`src/rtl/cma_pkg.sv`:
```
// ----------------------------------------------------------------------------
// cma_pkg
// Shared types and constants for the centered moving average unit: field
// widths, queue sizing, and the reciprocal table used by the divider.
// ----------------------------------------------------------------------------
package cma_pkg;

	localparam int unsigned SAMPLE_W    = 17;
	localparam int unsigned AVG_W       = SAMPLE_W + 1;
	localparam int unsigned K_W         = 6;
	localparam int unsigned W_W         = K_W + 1;
	localparam int unsigned MAX_RADIUS  = 63;
	localparam int unsigned STORE_DEPTH = 2 * MAX_RADIUS + 1;
	localparam int unsigned PTR_W       = 7;
	localparam int unsigned SUM_W       = 24;
	localparam int unsigned PROD_W      = 2 * SUM_W;

	localparam int unsigned QDEPTH = 4;
	localparam int unsigned QAW    = 2;
	localparam int unsigned QCNT_W = QAW + 1;

	localparam int unsigned ADDR_W = 3;
	localparam int unsigned DATA_W = 32;
	localparam logic [0:0] REG_RADIUS = 1'b0;

	localparam logic [AVG_W-1:0] NEG_ONE = '1;

	// floor(2^24 / w) for w = 2k+1, indexed by k; k = 0 uses 2^24 - 1
	localparam int unsigned RSCALE = 32'd16777216;
	localparam logic [SUM_W-1:0] RECIP [64] = '{
		24'hFFFFFF,        24'(RSCALE / 3),   24'(RSCALE / 5),   24'(RSCALE / 7),
		24'(RSCALE / 9),   24'(RSCALE / 11),  24'(RSCALE / 13),  24'(RSCALE / 15),
		24'(RSCALE / 17),  24'(RSCALE / 19),  24'(RSCALE / 21),  24'(RSCALE / 23),
		24'(RSCALE / 25),  24'(RSCALE / 27),  24'(RSCALE / 29),  24'(RSCALE / 31),
		24'(RSCALE / 33),  24'(RSCALE / 35),  24'(RSCALE / 37),  24'(RSCALE / 39),
		24'(RSCALE / 41),  24'(RSCALE / 43),  24'(RSCALE / 45),  24'(RSCALE / 47),
		24'(RSCALE / 49),  24'(RSCALE / 51),  24'(RSCALE / 53),  24'(RSCALE / 55),
		24'(RSCALE / 57),  24'(RSCALE / 59),  24'(RSCALE / 61),  24'(RSCALE / 63),
		24'(RSCALE / 65),  24'(RSCALE / 67),  24'(RSCALE / 69),  24'(RSCALE / 71),
		24'(RSCALE / 73),  24'(RSCALE / 75),  24'(RSCALE / 77),  24'(RSCALE / 79),
		24'(RSCALE / 81),  24'(RSCALE / 83),  24'(RSCALE / 85),  24'(RSCALE / 87),
		24'(RSCALE / 89),  24'(RSCALE / 91),  24'(RSCALE / 93),  24'(RSCALE / 95),
		24'(RSCALE / 97),  24'(RSCALE / 99),  24'(RSCALE / 101), 24'(RSCALE / 103),
		24'(RSCALE / 105), 24'(RSCALE / 107), 24'(RSCALE / 109), 24'(RSCALE / 111),
		24'(RSCALE / 113), 24'(RSCALE / 115), 24'(RSCALE / 117), 24'(RSCALE / 119),
		24'(RSCALE / 121), 24'(RSCALE / 123), 24'(RSCALE / 125), 24'(RSCALE / 127)
	};

	typedef struct packed {
		logic [K_W-1:0] k;
		logic           restart;
	} ctl_t;

	typedef struct packed {
		logic           has_main;
		logic           main_avg;
		logic [K_W-1:0] pending;
		logic           last;
	} meta_t;

	typedef struct packed {
		logic [SAMPLE_W-1:0] sample;
		logic [SAMPLE_W-1:0] old;
		logic                sub;
		meta_t               meta;
	} q_entry_t;

endpackage

```
`src/rtl/cma_front.sv`:
```
// ----------------------------------------------------------------------------
// cma_front
// Accepts samples, keeps the window store and sequence position, and
// classifies each sample into the results it will cause.
// ----------------------------------------------------------------------------
module cma_front (
	input  logic                          clk,
	input  logic                          arst_n,
	input  cma_pkg::ctl_t                 ctl,
	input  logic [cma_pkg::SAMPLE_W-1:0]  sample,
	input  logic                          is_last,
	input  logic                          sample_valid,
	output logic                          sample_ready,
	input  logic                          q_full,
	output logic                          q_push,
	output cma_pkg::q_entry_t             q_data
);

	logic [cma_pkg::SAMPLE_W-1:0] mem [cma_pkg::STORE_DEPTH];

	logic [cma_pkg::PTR_W-1:0] wp_q;
	logic [cma_pkg::W_W-1:0]   seen_q;

	logic                         s1_v_q;
	logic [cma_pkg::SAMPLE_W-1:0] sample_s1;
	logic [cma_pkg::SAMPLE_W-1:0] old_s1;
	logic                         sub_s1;
	cma_pkg::meta_t               meta_s1;

	logic [cma_pkg::W_W-1:0]   w;
	logic                      acc;
	logic                      sub;
	logic [cma_pkg::W_W-1:0]   seen_new;
	logic [cma_pkg::PTR_W-1:0] wp_inc;
	cma_pkg::meta_t            meta;

	always_comb begin
		w        = {ctl.k, 1'b1};
		acc      = sample_valid && sample_ready;
		sub      = (seen_q == w);
		seen_new = sub ? seen_q : cma_pkg::W_W'(seen_q + 1'b1);
		wp_inc   = (cma_pkg::PTR_W'(wp_q + 1'b1) == cma_pkg::PTR_W'(w)) ? '0
			: cma_pkg::PTR_W'(wp_q + 1'b1);
		meta.has_main = (seen_new >= cma_pkg::W_W'({1'b0, ctl.k} + 1'b1));
		meta.main_avg = (seen_new == w);
		meta.pending  = meta.has_main ? ctl.k : seen_new[cma_pkg::K_W-1:0];
		meta.last     = is_last;
	end

	assign sample_ready = !s1_v_q || !q_full;
	assign q_push       = s1_v_q && !q_full;

	always_comb begin
		q_data.sample = sample_s1;
		q_data.old    = old_s1;
		q_data.sub    = sub_s1;
		q_data.meta   = meta_s1;
	end

	// sequence position
	always_ff @(posedge clk or negedge arst_n) begin
		if (!arst_n) begin
			wp_q   <= '0;
			seen_q <= '0;
		end else if (ctl.restart) begin
			wp_q   <= '0;
			seen_q <= '0;
		end else if (acc) begin
			if (is_last) begin
				wp_q   <= '0;
				seen_q <= '0;
			end else begin
				wp_q   <= wp_inc;
				seen_q <= seen_new;
			end
		end
	end

	// window store, read of the outgoing sample before it is overwritten
	always_ff @(posedge clk) begin
		if (acc) begin
			mem[wp_q] <= sample;
			old_s1    <= mem[wp_q];
		end
	end

	always_ff @(posedge clk) begin
		if (acc) begin
			sample_s1 <= sample;
			sub_s1    <= sub;
			meta_s1   <= meta;
		end
	end

	always_ff @(posedge clk or negedge arst_n) begin
		if (!arst_n) begin
			s1_v_q <= 1'b0;
		end else if (acc) begin
			s1_v_q <= 1'b1;
		end else if (q_push) begin
			s1_v_q <= 1'b0;
		end
	end

endmodule

```
`src/rtl/cma_fifo.sv`:
```
// ----------------------------------------------------------------------------
// cma_fifo
// Short queue of classified samples between the front and the back.
// ----------------------------------------------------------------------------
module cma_fifo (
	input  logic              clk,
	input  logic              arst_n,
	input  logic              push,
	input  cma_pkg::q_entry_t push_data,
	output logic              full,
	input  logic              pop,
	output cma_pkg::q_entry_t pop_data,
	output logic              empty
);

	cma_pkg::q_entry_t          mem_q [cma_pkg::QDEPTH];
	logic [cma_pkg::QAW-1:0]    wr_q;
	logic [cma_pkg::QAW-1:0]    rd_q;
	logic [cma_pkg::QCNT_W-1:0] cnt_q;
	logic                       do_push;
	logic                       do_pop;

	assign full     = (cnt_q == cma_pkg::QCNT_W'(cma_pkg::QDEPTH));
	assign empty    = (cnt_q == '0);
	assign do_push  = push && !full;
	assign do_pop   = pop && !empty;
	assign pop_data = mem_q[rd_q];

	always_ff @(posedge clk) begin
		if (do_push) begin
			mem_q[wr_q] <= push_data;
		end
	end

	always_ff @(posedge clk or negedge arst_n) begin
		if (!arst_n) begin
			wr_q  <= '0;
			rd_q  <= '0;
			cnt_q <= '0;
		end else begin
			if (do_push) begin
				wr_q <= cma_pkg::QAW'(wr_q + 1'b1);
			end
			if (do_pop) begin
				rd_q <= cma_pkg::QAW'(rd_q + 1'b1);
			end
			case ({do_push, do_pop})
				2'b10:   cnt_q <= cma_pkg::QCNT_W'(cnt_q + 1'b1);
				2'b01:   cnt_q <= cma_pkg::QCNT_W'(cnt_q - 1'b1);
				default: cnt_q <= cnt_q;
			endcase
		end
	end

endmodule

```
`src/rtl/cma_back.sv`:
```
// ----------------------------------------------------------------------------
// cma_back
// Keeps the running sum, divides it by the window length through a
// reciprocal multiply with one correction step, and emits the results,
// expanding the flush of pending positions after the last sample.
// ----------------------------------------------------------------------------
module cma_back (
	input  logic                                clk,
	input  logic                                arst_n,
	input  cma_pkg::ctl_t                       ctl,
	input  logic                                q_empty,
	input  cma_pkg::q_entry_t                   q_data,
	output logic                                q_pop,
	output logic                                result_valid,
	input  logic                                result_ready,
	output logic signed [cma_pkg::AVG_W-1:0]    average,
	output logic                                is_last_result
);

	logic [cma_pkg::SUM_W-1:0] sum_q;

	logic                      p1_v_q;
	logic                      p2_v_q;
	logic                      p3_v_q;
	logic [cma_pkg::SUM_W-1:0] sum_s1;
	logic [cma_pkg::SUM_W-1:0] sum_s2;
	logic [cma_pkg::SUM_W-1:0] sum_s3;
	cma_pkg::meta_t            meta_s1;
	cma_pkg::meta_t            meta_s2;
	cma_pkg::meta_t            meta_s3;
	logic [cma_pkg::PROD_W-1:0]   prod_s2;
	logic [cma_pkg::SAMPLE_W-1:0] q0_s3;
	logic [cma_pkg::SUM_W-1:0]    qw_s3;

	logic                         o_valid_q;
	logic [cma_pkg::AVG_W-1:0]    o_avg_q;
	logic                         o_last_q;
	logic [cma_pkg::K_W-1:0]      rem_q;
	logic                         item_last_q;

	logic [cma_pkg::W_W-1:0]      w;
	logic                         adv;
	logic [cma_pkg::SUM_W-1:0]    sum_next;
	logic [cma_pkg::SUM_W-1:0]    r;
	logic [cma_pkg::SAMPLE_W-1:0] qfix;
	logic                         produces;
	logic [cma_pkg::AVG_W-1:0]    ld_avg;
	logic [cma_pkg::K_W-1:0]      ld_rem;

	always_comb begin
		w        = {ctl.k, 1'b1};
		adv      = !o_valid_q || (result_ready && rem_q == '0);
		q_pop    = adv && !q_empty;
		sum_next = cma_pkg::SUM_W'(sum_q
			- (q_data.sub ? cma_pkg::SUM_W'(q_data.old) : '0)
			+ cma_pkg::SUM_W'(q_data.sample));
		r        = cma_pkg::SUM_W'(sum_s3 - qw_s3);
		qfix     = (r >= cma_pkg::SUM_W'(w)) ? cma_pkg::SAMPLE_W'(q0_s3 + 1'b1) : q0_s3;
		produces = meta_s3.has_main || meta_s3.last;
		if (meta_s3.has_main) begin
			ld_avg = meta_s3.main_avg ? {1'b0, qfix} : cma_pkg::NEG_ONE;
			ld_rem = meta_s3.last ? meta_s3.pending : '0;
		end else begin
			ld_avg = cma_pkg::NEG_ONE;
			ld_rem = cma_pkg::K_W'(meta_s3.pending - 1'b1);
		end
	end

	// running sum, cleared on a restart and after the last sample
	always_ff @(posedge clk or negedge arst_n) begin
		if (!arst_n) begin
			sum_q <= '0;
		end else if (ctl.restart) begin
			sum_q <= '0;
		end else if (q_pop) begin
			sum_q <= q_data.meta.last ? '0 : sum_next;
		end
	end

	always_ff @(posedge clk or negedge arst_n) begin
		if (!arst_n) begin
			p1_v_q <= 1'b0;
			p2_v_q <= 1'b0;
			p3_v_q <= 1'b0;
		end else if (adv) begin
			p1_v_q <= !q_empty;
			p2_v_q <= p1_v_q;
			p3_v_q <= p2_v_q;
		end
	end

	always_ff @(posedge clk) begin
		if (adv) begin
			sum_s1  <= sum_next;
			meta_s1 <= q_data.meta;
			prod_s2 <= cma_pkg::PROD_W'(sum_s1) * cma_pkg::PROD_W'(cma_pkg::RECIP[ctl.k]);
			sum_s2  <= sum_s1;
			meta_s2 <= meta_s1;
			q0_s3   <= prod_s2[cma_pkg::SUM_W+cma_pkg::SAMPLE_W-1:cma_pkg::SUM_W];
			qw_s3   <= cma_pkg::SUM_W'(prod_s2[cma_pkg::SUM_W+cma_pkg::SAMPLE_W-1:cma_pkg::SUM_W]
				* cma_pkg::SUM_W'(w));
			sum_s3  <= sum_s2;
			meta_s3 <= meta_s2;
		end
	end

	// output register with flush expansion
	always_ff @(posedge clk or negedge arst_n) begin
		if (!arst_n) begin
			o_valid_q <= 1'b0;
			rem_q     <= '0;
		end else if (o_valid_q && result_ready && rem_q != '0) begin
			rem_q <= cma_pkg::K_W'(rem_q - 1'b1);
		end else if (adv) begin
			o_valid_q <= p3_v_q && produces;
			rem_q     <= ld_rem;
		end
	end

	always_ff @(posedge clk) begin
		if (o_valid_q && result_ready && rem_q != '0) begin
			o_avg_q  <= cma_pkg::NEG_ONE;
			o_last_q <= item_last_q && (rem_q == cma_pkg::K_W'(1));
		end else if (adv) begin
			o_avg_q     <= ld_avg;
			o_last_q    <= meta_s3.last && (ld_rem == '0);
			item_last_q <= meta_s3.last;
		end
	end

	assign result_valid   = o_valid_q;
	assign average        = o_avg_q;
	assign is_last_result = o_last_q;

endmodule

```
`src/rtl/centered_moving_average_unit.sv`:
```
// ----------------------------------------------------------------------------
// centered_moving_average_unit
// Centered moving average over a stream of unsigned samples, with the
// window half width set through a small register port.
// ----------------------------------------------------------------------------
// A sample transaction is taken every cycle as long as the results flow out:
// a sample that causes at most one result does not hold up the next. A sample
// flagged is_last emits one result per still-pending position, up to radius+1
// results, one per cycle on the result port while result_ready is high, and
// input backs up behind it through a four-entry queue. Between a sample and
// its results lie the store read, queue, running sum, reciprocal multiply,
// correction and output register. Position p is reported when sample p+radius
// arrives, as the truncated window sum divided by 2*radius+1, or as -1 when no
// full window centers on it. Writing radius (register 0, address 0) restarts
// the sequence; write it only while no transaction is in flight. No clearing
// pass runs after reset: stored samples are only used from slots written in
// the current sequence.
// ----------------------------------------------------------------------------
module centered_moving_average_unit (
	input  logic                                clk,
	input  logic                                arst_n,
	// configuration port
	input  logic                                psel,
	input  logic                                penable,
	input  logic                                pwrite,
	input  logic [cma_pkg::ADDR_W-1:0]          paddr,
	input  logic [cma_pkg::DATA_W-1:0]          pwdata,
	output logic [cma_pkg::DATA_W-1:0]          prdata,
	output logic                                pready,
	// sample channel
	input  logic                                sample_valid,
	output logic                                sample_ready,
	input  logic [cma_pkg::SAMPLE_W-1:0]        sample,
	input  logic                                is_last,
	// result channel
	output logic                                result_valid,
	input  logic                                result_ready,
	output logic signed [cma_pkg::AVG_W-1:0]    average,
	output logic                                is_last_result
);

	logic [cma_pkg::K_W-1:0] radius_q;
	logic                    reg_sel;
	logic                    wr_en;
	cma_pkg::ctl_t           ctl;

	logic              q_full;
	logic              q_push;
	cma_pkg::q_entry_t q_push_data;
	logic              q_empty;
	logic              q_pop;
	cma_pkg::q_entry_t q_pop_data;

	// register decode: word index sits above the byte offset
	assign reg_sel = (paddr[cma_pkg::ADDR_W-1:2] == cma_pkg::REG_RADIUS);
	assign wr_en   = psel && penable && pwrite && pready;
	assign pready  = 1'b1;
	assign prdata  = reg_sel ? cma_pkg::DATA_W'(radius_q) : '0;

	always_ff @(posedge clk or negedge arst_n) begin
		if (!arst_n) begin
			radius_q <= '0;
		end else if (wr_en && reg_sel) begin
			radius_q <= pwdata[cma_pkg::K_W-1:0];
		end
	end

	// a radius write clears pointer, count and sum in the same edge
	always_comb begin
		ctl.k       = radius_q;
		ctl.restart = wr_en && reg_sel;
	end

	// front: window store and classification of each sample
	cma_front u_front (
		.clk          (clk),
		.arst_n       (arst_n),
		.ctl          (ctl),
		.sample       (sample),
		.is_last      (is_last),
		.sample_valid (sample_valid),
		.sample_ready (sample_ready),
		.q_full       (q_full),
		.q_push       (q_push),
		.q_data       (q_push_data)
	);

	// decoupling queue
	cma_fifo u_fifo (
		.clk       (clk),
		.arst_n    (arst_n),
		.push      (q_push),
		.push_data (q_push_data),
		.full      (q_full),
		.pop       (q_pop),
		.pop_data  (q_pop_data),
		.empty     (q_empty)
	);

	// back: running sum, divider and result expansion
	cma_back u_back (
		.clk            (clk),
		.arst_n         (arst_n),
		.ctl            (ctl),
		.q_empty        (q_empty),
		.q_data         (q_pop_data),
		.q_pop          (q_pop),
		.result_valid   (result_valid),
		.result_ready   (result_ready),
		.average        (average),
		.is_last_result (is_last_result)
	);

endmodule

```
`config.mk`:
```
export PLATFORM = sky130hd
export DESIGN_NAME = centered_moving_average_unit
export DESIGN_NICKNAME = d
export VERILOG_FILES = /design/src/rtl/cma_pkg.sv /design/src/rtl/cma_front.sv /design/src/rtl/cma_fifo.sv /design/src/rtl/cma_back.sv /design/src/rtl/centered_moving_average_unit.sv
export SDC_FILE = /design/constraint.sdc
export NUM_CORES = 2
export LEC_CHECK = 0
export BUFFER_PORTS_ARGS = -buffer_cell sky130_fd_sc_hd__clkbuf_2
export CAP_MARGIN = 40
export CORE_ASPECT_RATIO = 0.9
export CORE_UTILIZATION = 45
export DETAILED_ROUTE_END_ITERATION = 16
export PLACE_DENSITY = 0.61
export SLEW_MARGIN = 20
export SYNTH_ARGS = -nofsm -noshare
export SYNTH_HDL_FRONTEND = slang
export SYNTH_SLANG_ARGS = --single-unit
```
`constraint.sdc`:
```
create_clock -name clk -period 23 [get_ports clk]
set_input_delay 3.45 -clock clk [delete_from_list [all_inputs] [get_ports clk]]
set_output_delay 3.45 -clock clk [all_outputs]
set_load 0.01 [all_outputs]
```
After elaboration in Yosys (flattened, before gate mapping) --
Memories as Yosys holds them, arrays and structs flattened. A register that Yosys moved wholly into a read port is not among the register bits. Index checks and enable logic that the tools add are counted.
Operators by class: add/subtract/negate cells 13, multipliers 2, div/mod/pow operators 0, magnitude comparators 3, equality and inequality tests 7, shift operators 0, muxes and demuxes 32, bitwise operators 3, reductions and logical operators 31
Operators by type and width (number):
- two-way mux 24 bit | 5
- two-way mux 7 bit | 8
- subtractor 24 bit | 2
- multiplier 24 x 24 -> 41 bit | 1
- two-way mux 18 bit | 2
- two-way mux 6 bit | 6
- two-way mux 17 bit | 2
- adder 24 x 17 -> 24 bit | 1
- >= comparator 24 x 7 -> 1 bit | 1
- multiplier 17 x 7 -> 24 bit | 1
- equality test 7 bit | 3
- adder 17 x 1 -> 17 bit (second input constant) | 1
- adder 7 x 1 -> 7 bit (second input constant) | 2
- logical AND 1 bit | 14
- zero test 6 bit | 2
- subtractor 6 x 1 -> 6 bit (second input constant) | 2
- nonzero test 2 bit | 5
- two-way mux 1 bit | 8
- adder 6 x 1 -> 7 bit (second input constant) | 1
- >= comparator 7 bit | 1
- >= comparator 7 bit (second input constant) | 1
- NOT 6 -> 7 bit | 1
- equality test 6 x 1 -> 1 bit (second input constant) | 1
- case mux 3 bit (2 select lines) | 1
- 12 further kinds | 19
Word-level totals: flip-flop bits (word level) 290, bits in latches 0, bits in writable memories 2335, memory bits (read-only) 1536, bits of input ports 60, output and inout port bits 54, logic and storage cells 134, memories kept 3
Memories:
- u_front.mem | words 127, width 17, read ports 1, clocked after memory_dff 1, wr ports 1, RTL line cma_front.sv:19 | logic [cma_pkg::SAMPLE_W-1:0] mem [cma_pkg::STORE_DEPTH];
- (name not given) | words 64, width 24, read ports 1, clocked after memory_dff 0, wr ports 0, RTL line cma_back.sv:96 | prod_s2 <= cma_pkg::PROD_W'(sum_s1) * cma_pkg::PROD_W'(cma_pkg::RECIP[ctl.k]);
- u_fifo.mem_q | words 4, width 44, read ports 1, clocked after memory_dff 0, wr ports 1, RTL line cma_fifo.sv:16 | cma_pkg::q_entry_t mem_q [cma_pkg::QDEPTH];

Logic depth before layout (Yosys ltp) --
word-level depth 7, mapped depth 38, mapped depth without buffers 35

Hierarchy --
Synthesis repeated with hierarchy kept, for this count alone.
Second synthesis, totals: cell total of the unflattened synthesis 8617, area total of the unflattened synthesis 126312.4 µm²
Modules (own cells, without submodules):
- cma_front | times used 1, cells each 4759, area each 86344.1 µm², seq. area each 66528.8 µm²
- cma_back | times used 1, cells each 3542, area each 32623.8 µm², seq. area each 5955.7 µm²
- cma_fifo | times used 1, cells each 267, area each 6836.6 µm², seq. area each 5460.2 µm²
- centered_moving_average_unit | times used 1, cells each 49, area each 508.0 µm², seq. area each 150.1 µm²

Worst setup path after synthesis --
Ideal clock, no wire load.
path kind input-to-reg, start input port result_ready, end register u_back.meta_s1[0] in the netlist's numbering (enable), data arrival time 14971 ps, data required time 22099 ps, path slack 7128 ps, cell stages on the path 2, buffers on the path 0, cell sequence nand3_1 -> o31ai_1
Between the ends: cells in the longest elaborated chain, start to end 2
RTL lines:
- from (decl) | RTL line centered_moving_average_unit.sv:37 | input logic result_ready,
- logical AND 1 bit | RTL line cma_back.sv:52 | adv = !o_valid_q || (result_ready && rem_q == '0);
- logical OR 1 bit | RTL line cma_back.sv:52
- to (signal assigned) | RTL line cma_back.sv:95 | meta_s1 <= q_data.meta;
- to (decl) | RTL line cma_back.sv:28 | cma_pkg::meta_t meta_s1;
No other way between the ends. A chain may end at the register's enable or synchronous reset.

Worst setup path after layout --
start register radius_q[0] in the netlist's numbering, end register u_back.prod_s2[40] in the netlist's numbering (data pin)
Between the ends: cells in the longest elaborated chain, start to end 5
RTL lines:
- from (decl) | RTL line centered_moving_average_unit.sv:42 | logic [cma_pkg::K_W-1:0] radius_q;
- from (signal assigned) | RTL line centered_moving_average_unit.sv:64 | radius_q <= pwdata[cma_pkg::K_W-1:0];
- NOT 6 -> 7 bit (implied by the code) | RTL line cma_back.sv:96
- memory (64 x 24 bit)
- two-way mux 24 bit (implied by the code) (2 in a row) | RTL line cma_back.sv:96
- multiplier 24 x 24 -> 41 bit | RTL line cma_back.sv:96
- to (signal assigned) | RTL line cma_back.sv:96
- to (decl) | RTL line cma_back.sv:31 | logic [cma_pkg::PROD_W-1:0] prod_s2;
No other way between the ends. The select of a mux whose other input is x is not followed.

==> results.cfg <==
[synth]
synth_edf_count = 2537
synth.area.top_cells = edfxtp_1, fa_1, a22oi_1
synth_area_leader_cell = edfxtp_1
netlist_instances = 8336
synthArstFlopShare_pct = 2.37
ys.flop_type = edfxtp_1
yosysTopAreaCellShare_pct = 62.9
netlist_area_sq_um = 121000
synth_seq_cells = 2617
synthDistinctLibCells = 87
postSynthAreaPerCell_sq_um = 14.5
yosysSeqAreaShare_pct = 64.5
yosysWarnings = 0

[setup_path]
rr_worst_depth = 34
cp_num_cells = 34
worstReg2RegStart = radius_q[0]$_DFFE_PN0P_
cp_top_family = adder cells
slowest_stage = mux4_2
crit_type = reg -> reg
cp.required_ns = 23.53
r2r-end = u_back.prod_s2[40]$_DFFE_PN_
reg2reg_slack_ns = 12.32
worstSetupEndpointType = flop
cp_slowest_stage_delay_ns = 0.86
cp_num_buf_inv = 9
start_kind = flop
path_max_fanout = 39
cp.arrival_ns = 11.22

[floorplanning]
start_util_pct = 45.3
ios = 114
fp.coreArea_sq_um = 268000
die_h_um = 494
die-area_sq_um = 271000
die_x_um = 549
rows = 180

[clock_tree]
htreeDepth = 5
cts_buffers = 271
cts_sinks = 2617
cts_setup_buffers = 0
clockBufferDepth = 4
tritoncts = done
clock_latency_ns = 0.88
cts_hold_buf = 0
clk_pin_slew_ns = 0.06
post_cts_resized = 0
root_buffer = clkbuf_16

[timing]
tightest_slew_ns = 1.05
skew_ns = 0.0996
min_period_ns = 10.68
fmax_mhz = 93.6
slew_violations = 0
slew_headroom_pct = 29.9
fin_ws_ns = 12.32
fin_tns_setup_ns = 0
hold_viol = 0
setup_violations = 0
period_share_pct = 46.4
grt_setup_unrepaired = no

[final_layout]
finalNetCount = 9397
drive_above_1_share_pct = 11.4
finalInstanceArea_sq_um = 136000
syn_to_final_growth_pct = 12.4

[place]
hpwl_um = 209000
gp_congestion = 0.861
pre_cts_ws_ns = 12.22
dpl_cell_area_sq_um = 127000
io_buffers = 58

[min_path]
hold_depth = 0
hold_class = reg -> reg
hold_end = u_back.sum_s3[21]$_DFFE_PN_
hp-start = u_back.sum_s2[21]$_DFFE_PN_

[global_route]
grt_pass1_wl_um = 503000
antenna_found_initial = 17
gr-total-overflow = 0
grt_start_max_net_pins = 157
grtUsageTotal_pct = 25.3
grt_pass1_vias = 73700

[route]
firstDrtPassIters = 6
via_count = 74100
wire_per_inst_um = 28.2
ant_nets = 0
drt-initial-drc-count = 8966
drt-total-wl_um = 346000
drc = 0
detail_route.vias_per_cell = 6.04

[job]
max_cap_viol_count = 0

[outcome]
status = completed
Yosys cell counts (15+ instances only):
| master | number |
|---|---|
| a211oi_1 | 32 |
| a21o_1 | 24 |
| a21oi_1 | 174 |
| a221oi_1 | 183 |
| a22o_1 | 183 |
| a22oi_1 | 601 |
| a31oi_1 | 137 |
| and2_1 | 260 |
| and3_1 | 18 |
| buf_1 | 100 |
| buf_4 | 28 |
| clkbuf_1 | 379 |
| dfrtp_1 | 62 |
| dfxtp_1 | 18 |
| edfxtp_1 | 2537 |
| fa_1 | 555 |
| ha_1 | 263 |
| inv_1 | 745 |
| mux2_2 | 29 |
| mux2i_1 | 83 |
| mux4_2 | 63 |
| nand2_1 | 657 |
| nand2b_1 | 24 |
| nand3_1 | 68 |
| nand4_1 | 109 |
| nor2_1 | 306 |
| nor2b_1 | 26 |
| nor3_1 | 43 |
| nor4_1 | 34 |
| o2111ai_1 | 17 |
| o211ai_1 | 51 |
| o21a_1 | 21 |
| o21ai_0 | 200 |
| o21bai_1 | 15 |
| or3_1 | 15 |
| xnor2_1 | 83 |
| xor2_1 | 34 |
how the worst max path moves through the flow:
stage | startpoint | end
global route | radius_q[0]$_DFFE_PN0P_ | u_back.prod_s2[40]$_DFFE_PN_
finish | radius_q[0]$_DFFE_PN0P_ | u_back.prod_s2[40]$_DFFE_PN_
floorplan | result_ready | u_back.meta_s1[0]$_DFFE_PN_
CTS | radius_q[0]$_DFFE_PN0P_ | u_back.prod_s2[40]$_DFFE_PN_
detailed placement | radius_q[0]$_DFFE_PN0P_ | u_back.prod_s2[40]$_DFFE_PN_
global placement | radius_q[0]$_DFFE_PN0P_ | u_back.prod_s2[40]$_DFFE_PN_
logic make-up (layout without fill, tap and decap cells):
group / after synthesis / count (layout) / synth area share, %
AOI/OAI and AO/OA: 1750 / 1750 / 10.4
xor gates and xnor gates: 117 / 117 / 0.846
adders and majority gates: 818 / 818 / 11.9
buffers and inverters: 1260 / 1607 / 4.01
DFF: 2617 / 2617 / 64.5
muxes: 175 / 175 / 2.13
other: 2 / 37 / 0.00620
and+or+nand+nor: 1597 / 1597 / 6.19
metal layers:
layer	share of wire (%)	up-vias	GRT usage [%]
li1	-	31400	-
met1	40	38400	34.5
met2	47	3683	40.6
met3	8.9	638	4.43
met4	4.0	18	9.77
met5	0.037	-	0
cell usage in the layout, fill, tap and decap left out, drive strengths merged, types with 26 or more instances in the layout:
cell / Yosys / layout
a22oi: 601 / 601
nor2b: 26 / 26
mux2i: 83 / 83
a211oi: 32 / 32
nor2: 306 / 306
fa: 555 / 555
o21ai: 202 / 202
clkbuf: 379 / 367
a21oi: 174 / 174
mux2: 29 / 29
nand4: 109 / 109
conb: 2 / 27
nand2: 657 / 657
ha: 263 / 263
mux4: 63 / 63
a22o: 183 / 183
clkinv: 2 / 102
a221oi: 183 / 183
o211ai: 51 / 51
xor2: 34 / 34
nor4: 34 / 34
xnor2: 83 / 83
buf: 133 / 355
nor3: 43 / 43
a31oi: 137 / 137
inv: 746 / 756
and2: 260 / 260
edfxtp: 2537 / 2537
dfrtp: 62 / 62
nand3: 68 / 68
stage by stage:
| step | hold slack [ns] | instances | utilization, % |
|---|---|---|---|
| global route | 0.418 | 12300 | 50.9 |
| floorplan | 0.400 | 8361 | - |
| CTS | 0.412 | 12200 | 50.7 |
| global placement | 0.403 | 11700 | 47.3 |
| finish | 0.416 | 12300 | 50.9 |
| detailed placement | 0.405 | 11800 | 47.6 |
registers in the layout, indices dropped and copies added, names as in the netlist, 7 cells and up:
signal	cells
u_back.sum_s2	24
u_back.average	18
u_back.q0_s3	16
u_back.meta_s3	9
u_back.qw_s3	24
u_front.sample_s1	17
u_back.prod_s2	17
u_back.sum_q	24
u_front.q_data	9
u_back.sum_s1	24
u_front.seen_q	7
u_front.old_s1	17
u_back.meta_s1	9
u_front.mem	2159
u_fifo.mem_q	176
u_back.sum_s3	24
u_front.wp_q	7
u_back.meta_s2	9
cell type report:
| class | count | area [sq um] |
|---|---|---|
| clock inverter | 135 | 1290 |
| fill | 22300 | 131000 |
| clock buffer | 327 | 7140 |
| tap | 3549 | 4440 |
| sequential | 2617 | 78100 |
| multi-input combinational | 4484 | 38700 |
| timing repair buffer | 397 | 3550 |
| antenna | 10 | 25.0 |
| inverter | 748 | 2810 |
Power is left out: the tool's default activity adds up to more than one toggle a clock period on the data nets, which glitch-free logic cannot reach.
